--- src/rtl/tua_pkg.sv ---
`default_nettype none
package tua_pkg;

    // Unit pool
    localparam int NUM_UNITS = 7;
    localparam int UNIT_W    = 3;
    localparam int FIRST_OC  = 4;

    localparam logic [7:0] FREE_MARK = 8'hFF;

    // Request type codes
    localparam logic [2:0] REQ_PULSE   = 3'd0;
    localparam logic [2:0] REQ_PWM     = 3'd1;
    localparam logic [2:0] REQ_IRQ     = 3'd2;
    localparam logic [2:0] REQ_RELEASE = 3'd3;
    localparam logic [2:0] REQ_DONE    = 3'd4;

    // Resource codes
    localparam logic [3:0] RES_SOFT   = 4'd7;
    localparam logic [3:0] RES_ANY    = 4'd8;
    localparam logic [3:0] RES_ANY_HW = 4'd9;
    localparam logic [3:0] RES_ALL    = 4'd10;
    localparam logic [3:0] RES_UNITS  = 4'(NUM_UNITS);

    // Grant codes
    localparam logic [3:0] GRANT_SOFT = 4'd7;
    localparam logic [3:0] GRANT_NONE = 4'd8;

    // PWM period thresholds, microseconds
    localparam logic [31:0] PER_SOFT_MIN = 32'd65500;
    localparam logic [31:0] PER_LONG_MIN = 32'd30000;
    localparam logic [31:0] PER_SHORT_MAX = 32'd2040;

    // Unit groups: capture units 1-3, output-compare units, capture units
    localparam logic [NUM_UNITS-1:0] CAP_HI_MASK = 7'b0001110;
    localparam logic [NUM_UNITS-1:0] OC_MASK     = 7'b1110000;
    localparam logic [NUM_UNITS-1:0] CAP_MASK    = 7'b0001111;

    typedef logic [NUM_UNITS-1:0][7:0] t_holder_arr;

    typedef struct packed {
        logic [2:0]  req_type;
        logic [7:0]  pin;
        logic [3:0]  resource;
        logic        pps_capable;
        logic [31:0] pwm_period;
    } t_req;

    typedef struct packed {
        logic [3:0]           granted;
        logic [NUM_UNITS-1:0] freed_mask;
    } t_rsp;

    // Holder update for one request
    typedef struct packed {
        logic                 take_en;
        logic [UNIT_W-1:0]    take_unit;
        logic [NUM_UNITS-1:0] free_sel;
    } t_upd;

    typedef struct packed {
        logic              found;
        logic [UNIT_W-1:0] idx;
    } t_pick;

    // Lowest set bit of a unit vector
    function automatic t_pick first_set(input logic [NUM_UNITS-1:0] v);
        t_pick p;
        p.found = 1'b0;
        p.idx   = '0;
        for (int u = NUM_UNITS - 1; u >= 0; u--) begin
            if (v[u]) begin
                p.found = 1'b1;
                p.idx   = UNIT_W'(u);
            end
        end
        return p;
    endfunction

endpackage
`default_nettype wire

--- src/rtl/tua_if.sv ---
`default_nettype none
// Request channel
interface tua_req_if;
    logic          valid;
    logic          ready;
    tua_pkg::t_req data;

    modport source (output valid, output data, input ready);
    modport sink (input valid, input data, output ready);
endinterface

// Result channel
interface tua_rsp_if;
    logic          valid;
    logic          ready;
    tua_pkg::t_rsp data;

    modport source (output valid, output data, input ready);
    modport sink (input valid, input data, output ready);
endinterface
`default_nettype wire

--- src/rtl/tua_decide.sv ---
`default_nettype none
// Allocation decision for one request against the current holder table
module tua_decide (
    input  wire tua_pkg::t_req       i_req,
    input  wire tua_pkg::t_holder_arr i_holder,
    output tua_pkg::t_rsp            o_rsp,
    output tua_pkg::t_upd            o_upd
);

    logic [tua_pkg::NUM_UNITS-1:0] free_v;
    logic [tua_pkg::NUM_UNITS-1:0] own_v;
    logic [tua_pkg::NUM_UNITS-1:0] usable_v;
    logic                          res_is_unit;
    logic [tua_pkg::UNIT_W-1:0]    res_unit;
    logic [3:0]                    no_pps_grant;
    logic                          per_soft;
    logic                          per_long;
    logic                          per_short;
    tua_pkg::t_pick                pk_free;
    tua_pkg::t_pick                pk_use;
    tua_pkg::t_pick                pk_cap_hi;
    tua_pkg::t_pick                pk_oc;
    tua_pkg::t_pick                pk_cap;

    // Per-unit status
    always_comb begin
        for (int u = 0; u < tua_pkg::NUM_UNITS; u++) begin
            free_v[u] = (i_holder[u] == tua_pkg::FREE_MARK);
            own_v[u]  = (i_holder[u] == i_req.pin);
        end
    end

    assign usable_v    = free_v | own_v;
    assign res_is_unit = (i_req.resource < tua_pkg::RES_UNITS);
    assign res_unit    = i_req.resource[tua_pkg::UNIT_W-1:0];

    assign no_pps_grant = (res_is_unit || i_req.resource == tua_pkg::RES_ANY_HW) ?
                          tua_pkg::GRANT_NONE : tua_pkg::GRANT_SOFT;

    assign per_soft  = (i_req.pwm_period > tua_pkg::PER_SOFT_MIN);
    assign per_long  = (i_req.pwm_period > tua_pkg::PER_LONG_MIN);
    assign per_short = (i_req.pwm_period <= tua_pkg::PER_SHORT_MAX);

    // Priority picks over the unit groups
    assign pk_free   = tua_pkg::first_set(free_v);
    assign pk_use    = tua_pkg::first_set(usable_v);
    assign pk_cap_hi = tua_pkg::first_set(usable_v & tua_pkg::CAP_HI_MASK);
    assign pk_oc     = tua_pkg::first_set(free_v & tua_pkg::OC_MASK);
    assign pk_cap    = tua_pkg::first_set(free_v & tua_pkg::CAP_MASK);

    // Request decode
    always_comb begin
        o_rsp.granted    = tua_pkg::GRANT_NONE;
        o_rsp.freed_mask = '0;
        o_upd.take_en    = 1'b0;
        o_upd.take_unit  = '0;
        o_upd.free_sel   = '0;

        unique case (i_req.req_type)
            tua_pkg::REQ_PULSE: begin
                if (!i_req.pps_capable) begin
                    o_rsp.granted = no_pps_grant;
                end else if (i_req.resource == tua_pkg::RES_SOFT) begin
                    o_rsp.granted = tua_pkg::GRANT_SOFT;
                end else if (pk_free.found) begin
                    o_upd.take_en   = 1'b1;
                    o_upd.take_unit = pk_free.idx;
                end
            end
            tua_pkg::REQ_PWM: begin
                if (i_req.resource == tua_pkg::RES_SOFT) begin
                    o_rsp.granted = tua_pkg::GRANT_SOFT;
                end else if (!i_req.pps_capable) begin
                    o_rsp.granted = no_pps_grant;
                end else if (per_soft) begin
                    o_rsp.granted = tua_pkg::GRANT_SOFT;
                end else if ((per_long || per_short) && pk_cap_hi.found) begin
                    o_upd.take_en   = 1'b1;
                    o_upd.take_unit = pk_cap_hi.idx;
                end else if (per_long) begin
                    o_rsp.granted = tua_pkg::GRANT_SOFT;
                end else if (pk_use.found) begin
                    o_upd.take_en   = 1'b1;
                    o_upd.take_unit = pk_use.idx;
                end else begin
                    o_rsp.granted = (i_req.resource == tua_pkg::RES_ANY_HW) ?
                                    tua_pkg::GRANT_NONE : tua_pkg::GRANT_SOFT;
                end
            end
            tua_pkg::REQ_IRQ: begin
                if (res_is_unit) begin
                    if (usable_v[res_unit]) begin
                        o_upd.take_en   = 1'b1;
                        o_upd.take_unit = res_unit;
                    end
                end else if (usable_v[0]) begin
                    o_upd.take_en   = 1'b1;
                    o_upd.take_unit = '0;
                end else if (pk_oc.found) begin
                    o_upd.take_en   = 1'b1;
                    o_upd.take_unit = pk_oc.idx;
                end else if (pk_cap.found) begin
                    o_upd.take_en   = 1'b1;
                    o_upd.take_unit = pk_cap.idx;
                end
            end
            tua_pkg::REQ_RELEASE: begin
                if (i_req.resource == tua_pkg::RES_ALL) begin
                    o_upd.free_sel = own_v;
                end else if (res_is_unit) begin
                    o_upd.free_sel[res_unit] = 1'b1;
                end
            end
            tua_pkg::REQ_DONE: begin
                if (res_is_unit) begin
                    o_upd.free_sel[res_unit] = 1'b1;
                end
            end
            default: begin
            end
        endcase

        // A take always reports the unit; freeing reports only held units
        if (o_upd.take_en) begin
            o_rsp.granted = {1'b0, o_upd.take_unit};
        end
        o_rsp.freed_mask = o_upd.free_sel & ~free_v;
    end

endmodule
`default_nettype wire

--- src/rtl/tua_holders.sv ---
`default_nettype none
// Holder pin per timer unit
module tua_holders (
    input  wire                        i_clk,
    input  wire                        i_rst_n,
    input  wire                        i_upd_en,
    input  wire tua_pkg::t_upd         i_upd,
    input  wire [7:0]                  i_pin,
    output tua_pkg::t_holder_arr       o_holder
);

    tua_pkg::t_holder_arr r_holder;
    tua_pkg::t_holder_arr n_holder;

    // Free wins over take; a request never does both
    always_comb begin
        n_holder = r_holder;
        for (int u = 0; u < tua_pkg::NUM_UNITS; u++) begin
            if (i_upd.free_sel[u]) begin
                n_holder[u] = tua_pkg::FREE_MARK;
            end else if (i_upd.take_en && i_upd.take_unit == tua_pkg::UNIT_W'(u)) begin
                n_holder[u] = i_pin;
            end
        end
    end

    always_ff @(posedge i_clk) begin
        if (!i_rst_n) begin
            for (int u = 0; u < tua_pkg::NUM_UNITS; u++) begin
                r_holder[u] <= tua_pkg::FREE_MARK;
            end
        end else if (i_upd_en) begin
            r_holder <= n_holder;
        end
    end

    assign o_holder = r_holder;

endmodule
`default_nettype wire

--- src/rtl/timer_unit_allocator_unit.sv ---
`default_nettype none
// Timer unit allocator: hands out seven timer units (capture units 0-3,
// output-compare units 4-6) to pins on pulse, PWM and interrupt claims,
// and frees them on release and completion requests. Every request beat
// gives exactly one result beat, in order. One request is taken per clock
// cycle while results are accepted; a request passes the input register and
// then the result register, and the holder table is updated at the edge that
// loads the result register.
// Back-pressure on the result channel stalls the input only once both
// registers are full.
module timer_unit_allocator_unit (
    input  wire         i_clk,
    input  wire         i_rst_n,
    tua_req_if.sink     i_req,
    tua_rsp_if.source   o_rsp
);

    logic                 r_in_valid;
    logic                 n_in_valid;
    tua_pkg::t_req        r_req;
    logic                 r_out_valid;
    logic                 n_out_valid;
    tua_pkg::t_rsp        r_rsp;
    logic                 advance;
    logic                 in_beat;
    tua_pkg::t_rsp        dec_rsp;
    tua_pkg::t_upd        dec_upd;
    tua_pkg::t_holder_arr holder;

    // Pipeline flow
    assign advance     = r_in_valid && (!r_out_valid || o_rsp.ready);
    assign i_req.ready = !r_in_valid || advance;
    assign in_beat     = i_req.valid && i_req.ready;

    always_comb begin
        n_in_valid = r_in_valid;
        if (in_beat) begin
            n_in_valid = 1'b1;
        end else if (advance) begin
            n_in_valid = 1'b0;
        end

        n_out_valid = r_out_valid;
        if (advance) begin
            n_out_valid = 1'b1;
        end else if (o_rsp.ready) begin
            n_out_valid = 1'b0;
        end
    end

    always_ff @(posedge i_clk) begin
        if (!i_rst_n) begin
            r_in_valid  <= 1'b0;
            r_out_valid <= 1'b0;
        end else begin
            r_in_valid  <= n_in_valid;
            r_out_valid <= n_out_valid;
        end
    end

    // Payload registers
    always_ff @(posedge i_clk) begin
        if (in_beat) begin
            r_req <= i_req.data;
        end
        if (advance) begin
            r_rsp <= dec_rsp;
        end
    end

    tua_decide u_decide (
        .i_req    (r_req),
        .i_holder (holder),
        .o_rsp    (dec_rsp),
        .o_upd    (dec_upd)
    );

    tua_holders u_holders (
        .i_clk    (i_clk),
        .i_rst_n  (i_rst_n),
        .i_upd_en (advance),
        .i_upd    (dec_upd),
        .i_pin    (r_req.pin),
        .o_holder (holder)
    );

    assign o_rsp.valid = r_out_valid;
    assign o_rsp.data  = r_rsp;

endmodule
`default_nettype wire

--- src/flat_wrapper.sv ---
// flat-port wrapper written by rule: the top's interface ports become plain ports
module timer_unit_allocator_unit_flat 
  (i_clk, i_rst_n, i_req_valid, i_req_data, i_req_ready, o_rsp_valid, o_rsp_data, o_rsp_ready);
  tua_req_if i_req_i ();
  tua_rsp_if o_rsp_i ();
  input  wire i_clk;
  input  wire i_rst_n;
  input wire logic [$bits(i_req_i.valid)-1:0] i_req_valid;
  input wire logic [$bits(i_req_i.data)-1:0] i_req_data;
  output wire logic [$bits(i_req_i.ready)-1:0] i_req_ready;
  output wire logic [$bits(o_rsp_i.valid)-1:0] o_rsp_valid;
  output wire logic [$bits(o_rsp_i.data)-1:0] o_rsp_data;
  input wire logic [$bits(o_rsp_i.ready)-1:0] o_rsp_ready;
  assign i_req_i.valid = i_req_valid;
  assign i_req_i.data = i_req_data;
  assign i_req_ready = i_req_i.ready;
  assign o_rsp_valid = o_rsp_i.valid;
  assign o_rsp_data = o_rsp_i.data;
  assign o_rsp_i.ready = o_rsp_ready;
  timer_unit_allocator_unit u_core (.i_clk(i_clk), .i_rst_n(i_rst_n), .i_req(i_req_i), .o_rsp(o_rsp_i));
endmodule
--- config.mk ---
export PLATFORM = sky130hd
export DESIGN_NAME = timer_unit_allocator_unit_flat
export DESIGN_NICKNAME = d
export VERILOG_FILES = /design/src/rtl/tua_pkg.sv /design/src/rtl/tua_if.sv /design/src/rtl/tua_decide.sv /design/src/rtl/tua_holders.sv /design/src/rtl/timer_unit_allocator_unit.sv /design/src/flat_wrapper.sv
export SDC_FILE = /design/constraint.sdc
export NUM_CORES = 1
export LEC_CHECK = 0
export ABC_AREA = 1
export BUFFER_PORTS_ARGS = -buffer_cell sky130_fd_sc_hd__buf_2
export CAP_MARGIN = 25
export CELL_PAD_IN_SITES_DETAIL_PLACEMENT = 1
export CELL_PAD_IN_SITES_GLOBAL_PLACEMENT = 2
export CORE_MARGIN = 5
export CORE_UTILIZATION = 31
export CTS_BUF_LIST = sky130_fd_sc_hd__clkbuf_4 sky130_fd_sc_hd__clkbuf_8
export CTS_CLUSTER_DIAMETER = 30
export CTS_CLUSTER_SIZE = 10
export DETAILED_ROUTE_END_ITERATION = 12
export GPL_ROUTABILITY_DRIVEN = 0
export PLACE_DENSITY_LB_ADDON = 0.1
export SYNTH_ARGS = -nofsm -noshare
export SYNTH_HDL_FRONTEND = slang
export SYNTH_SLANG_ARGS = --single-unit
--- constraint.sdc ---
create_clock -name i_clk -period 2.1 [get_ports i_clk]
set_input_delay 0.105 -clock i_clk [delete_from_list [all_inputs] [get_ports i_clk]]
set_output_delay 0.105 -clock i_clk [all_outputs]
set_load 0.02 [all_outputs]
==> summary.md <==
| Metric | Value |
|---|---|
| Status | complete, but fails checks |
| Failing checks | negative setup slack |
| Post-layout util | 47.16% |
| Number of global-route vias before repair | about 7.9k |
| Crit path max fanout | 8 |
| Worst Hold Path EP | u_core.u_holders.o_holder[35]$_SDFFE_PN1P_ |
| Largest cells by area after synthesis | edfxtp_1 25%, nand2_1 20%, dfxtp_1 17% |
| Number of CTS-inserted buffers | 17 |
| Global route overflow | 0 |
| Final nets | 1373 |
| Maximum number of pins on one net before global-route repair | 75 |
| Endpoints failing hold | 0 |
| Pwr/cell area | 557.6 nW/um^2 |
| Worst IR drop on VDD | 0.3254 mV |
| Post-synth top area cell | edfxtp_1 |
| Req. time, crit path | 2430 ps |
| Hold Crit Class | input port to flop |
| Clk sink count | 117 |
| Share of cells above drive strength 1 | about a third |
| WL final | 28180 um |
| Vias | 7641 |
| Met1 GRT Util | 29.24% |
| Row cnt | between 50 and 60 |
| Syn avg cell area | 6.882 sq um |
| Synth Warn # | 0 |
| Final Max Tran Viols | 0 |
| DRC | 0 |
| Detailed Place HPWL | 19930 um |
| FF+latch count, synth | around 120 |
| First-pass GRT wire length | ~44000 um |
| Hold slack | between 90 and 100 ps |
| Drt first pass iters | 4 |
| Clock Path Buffers | 2 |
| Maximum clock rate | 366.8 MHz |
| Reg2Reg Launch Point | u_core.r_req[37]$_DFFE_PP_ |
| Relative slew slack | between 70% and 80% |
| EDFF count, synth | 59 |
| Routed Antenna Nets | 0 |
| H-tree depth | 4 |
| RSZ-0062 raised after global routing | true |
| Initial antenna violation count | 0 |
| Ys flop type | edfxtp_1 |
| Worst Tran Pin Value | 433.2 ps |
| Buffers added on ports | 64 |
| Area of the mapped netlist | 6985 sq um |
| Post-synthesis cell type count | 36 |
| MaxCap Viol Count | 0 |
| Asr flop ratio synth | 0% |
| Die Width | 160.1 um |
| Vias per cell | around 4.7 |
| Cells on Worst Hold Path | 3 |
| Area share of the largest cell type after synthesis | 25.36% |
| Element type at the critical path start | flop |
| Synth-to-Final Area Change | 51.44% |
| GR met2 Demand/Resource | 37.84% |
| Most frequent cells in the layout | 310 x nand2_1, 169 x buf_4, 140 x nand3_1 |
| Core area | 22430 sq um |
| Setup TNS | -34040 ps |
| Area of the die | 25640 sq um |
| Die height | 160.1 um |
| Met3 Track Usage GR | 3.226% |
| Cell count after placement | 1495 |
| Worst EP arrival | 3060 ps |
| Count of final setup violators | 63 |
| Starting density of the core | 31.14% |
| Critical Path End Type | flop |
| Final Cycle Share | 129.8% |
| P_leak | 5.627 nW |
| WS Path Type | flop to flop |
| TritonCTS clock tree | done |
| Commonest non-fill, non-tap cell in the layout | nand2_1 |
| Worst R2R End | u_core.u_holders.o_holder[33]$_SDFFE_PN1P_ |
| Initial DRC Count | 345 |
| Worst reg-to-reg path cell count | 23 |
| Worst Skew | approximately 16 ps |
| Top Usage Layer GRT | met2 |
| Worst Slack Setup Final | -626.1 ps |
| All-Layer GR Usage | 21.92% |
| Final min period | 2726 ps |
| Syn Nets | 1067 |
| CTS root buf | clkbuf_8 |
| # diodes | 0 |
| I/O pins | 65 |
| Sequential area share after synthesis | roughly two fifths |
| Min-delay src | i_rst_n |
| Drt wl/cell | approximately 17 um |
| CTS clk-pin slew, worst paths | 80 ps |
| Worst skew pair latency | between 400 and 500 ps |
| Synth Instances | 1015 |
| Final Non-Filler Cells | about 1.6k |
| Reg-to-reg setup timing slack | -630 ps |
| Pre-CTS WS | -851.9 ps |
## logic make-up (layout without fill, tap and decap cells)
family | count (synthesis) | count (layout) | share of synthesized area (%)
flops | 117 | 117 | 41.98
simple gates | 698 | 698 | 43.11
buf+inv | 159 | 477 | 10.32
xor+xnor | 13 | 13 | 1.630
compound gates | 28 | 29 | 2.956
## layout make-up
cell class,count,area (sq um)
clock buffer,22,277.8
clock inverter,10,131.4
fill,2822,11860
inverter,131,530.5
multi-input combinational,740,3829
sequential,117,2933
tap,285,356.6
timing repair buffer,313,2514
timing repair inverter,1,7.507
## critical path: stages, from the launching register on
cell      delay [ps]
edfxtp_1         510
clkinv_4         150
buf_12           160
nand2_1           50
nand2_1           50
nor2_1           110
nand2_2          100
inv_2             70
nand2_4           70
nand2_4           80
nor2_2            50
nand3_1          110
nand2_1           80
nand3_2           60
nand2_1           50
inv_1             60
nand2_2           80
buf_4            150
nor2_4           130
nand2_2           80
nand2_4          130
nand2_8          100
nand2_1          100
nand3_1           70
## state kept, by name, summed over array words and instances (netlist names)
register,count
u_core.r_in_valid,1
u_core.o_rsp.data,11
u_core.o_rsp.valid,1
u_core.u_holders.o_holder,56
u_core.r_req,48
## where the power goes
part,internal (mW),leakage (nW),total [mW],switching [mW]
Sequential,2.49,1.05,2.55,0.0666
Clock,1.25,0.206,2.25,1.01
Combinational,0.492,4.38,1.09,0.599
Total,4.23,5.63,5.90,1.67
## what timing repair did
| action | in CTS | in global routing |
|---|---|---|
| endpoints found under the setup margin | 66 | 67 |
| buffers inserted | 24 | 18 |
| cloned | 3 | 0 |
| pin swaps | 33 | 53 |
| hold endpoints to repair | 50 | 0 |
| resized for setup | 61 | 119 |
| hold buffers | 50 | 0 |
## through the flow
stage / instance area (sq um) / power (mW)
floorplan: 7020 / 3.033
global placement: 8742 / 3.442
detailed placement: 8742 / 3.456
CTS: 10060 / 5.871
global route: 10580 / 6.128
finish: 10580 / 5.898
## worst max-delay path by stage
| stage | endpoint | from | slack (ps) | cells after the start |
|---|---|---|---|---|
| floorplan | u_core.u_holders.o_holder[10]$_SDFFE_PN1P_ | u_core.r_req[37]$_DFFE_PP_ | -110 | 22 |
| global placement | u_core.u_holders.o_holder[4]$_SDFFE_PN1P_ | u_core.r_req[41]$_DFFE_PP_ | -840 | 21 |
| detailed placement | u_core.u_holders.o_holder[6]$_SDFFE_PN1P_ | u_core.r_req[41]$_DFFE_PP_ | -850 | 21 |
| CTS | u_core.u_holders.o_holder[46]$_SDFFE_PN1P_ | u_core.r_req[37]$_DFFE_PP_ | -570 | 20 |
| global route | u_core.u_holders.o_holder[33]$_SDFFE_PN1P_ | u_core.r_req[37]$_DFFE_PP_ | -770 | 21 |
| finish | u_core.u_holders.o_holder[33]$_SDFFE_PN1P_ | u_core.r_req[37]$_DFFE_PP_ | -630 | 23 |
## routing by layer
metal	part of all wire, %	routed length, um	vias to the layer above
li1	-	-	3839
met1	47	13170	3678
met2	49	13850	99
met3	2.8	786	25
met4	1.3	374	0
met5	0	0	-
## cells in the mapped netlist (6+ instances only)
cell type and n:
inv_1 113, xnor2_1 11, o21ai_0 8, nor2_1 112
nand3_1 149, nor3_1 18, nand4_1 16, nand2_1 373
nand2_2 9, buf_6 14, edfxtp_1 59, a21oi_1 8
nand2_4 11, clkbuf_1 11, dfxtp_1 58, clkinv_1 6
inv_2 8
No activity file was read; power rests on OpenSTA's default activity.
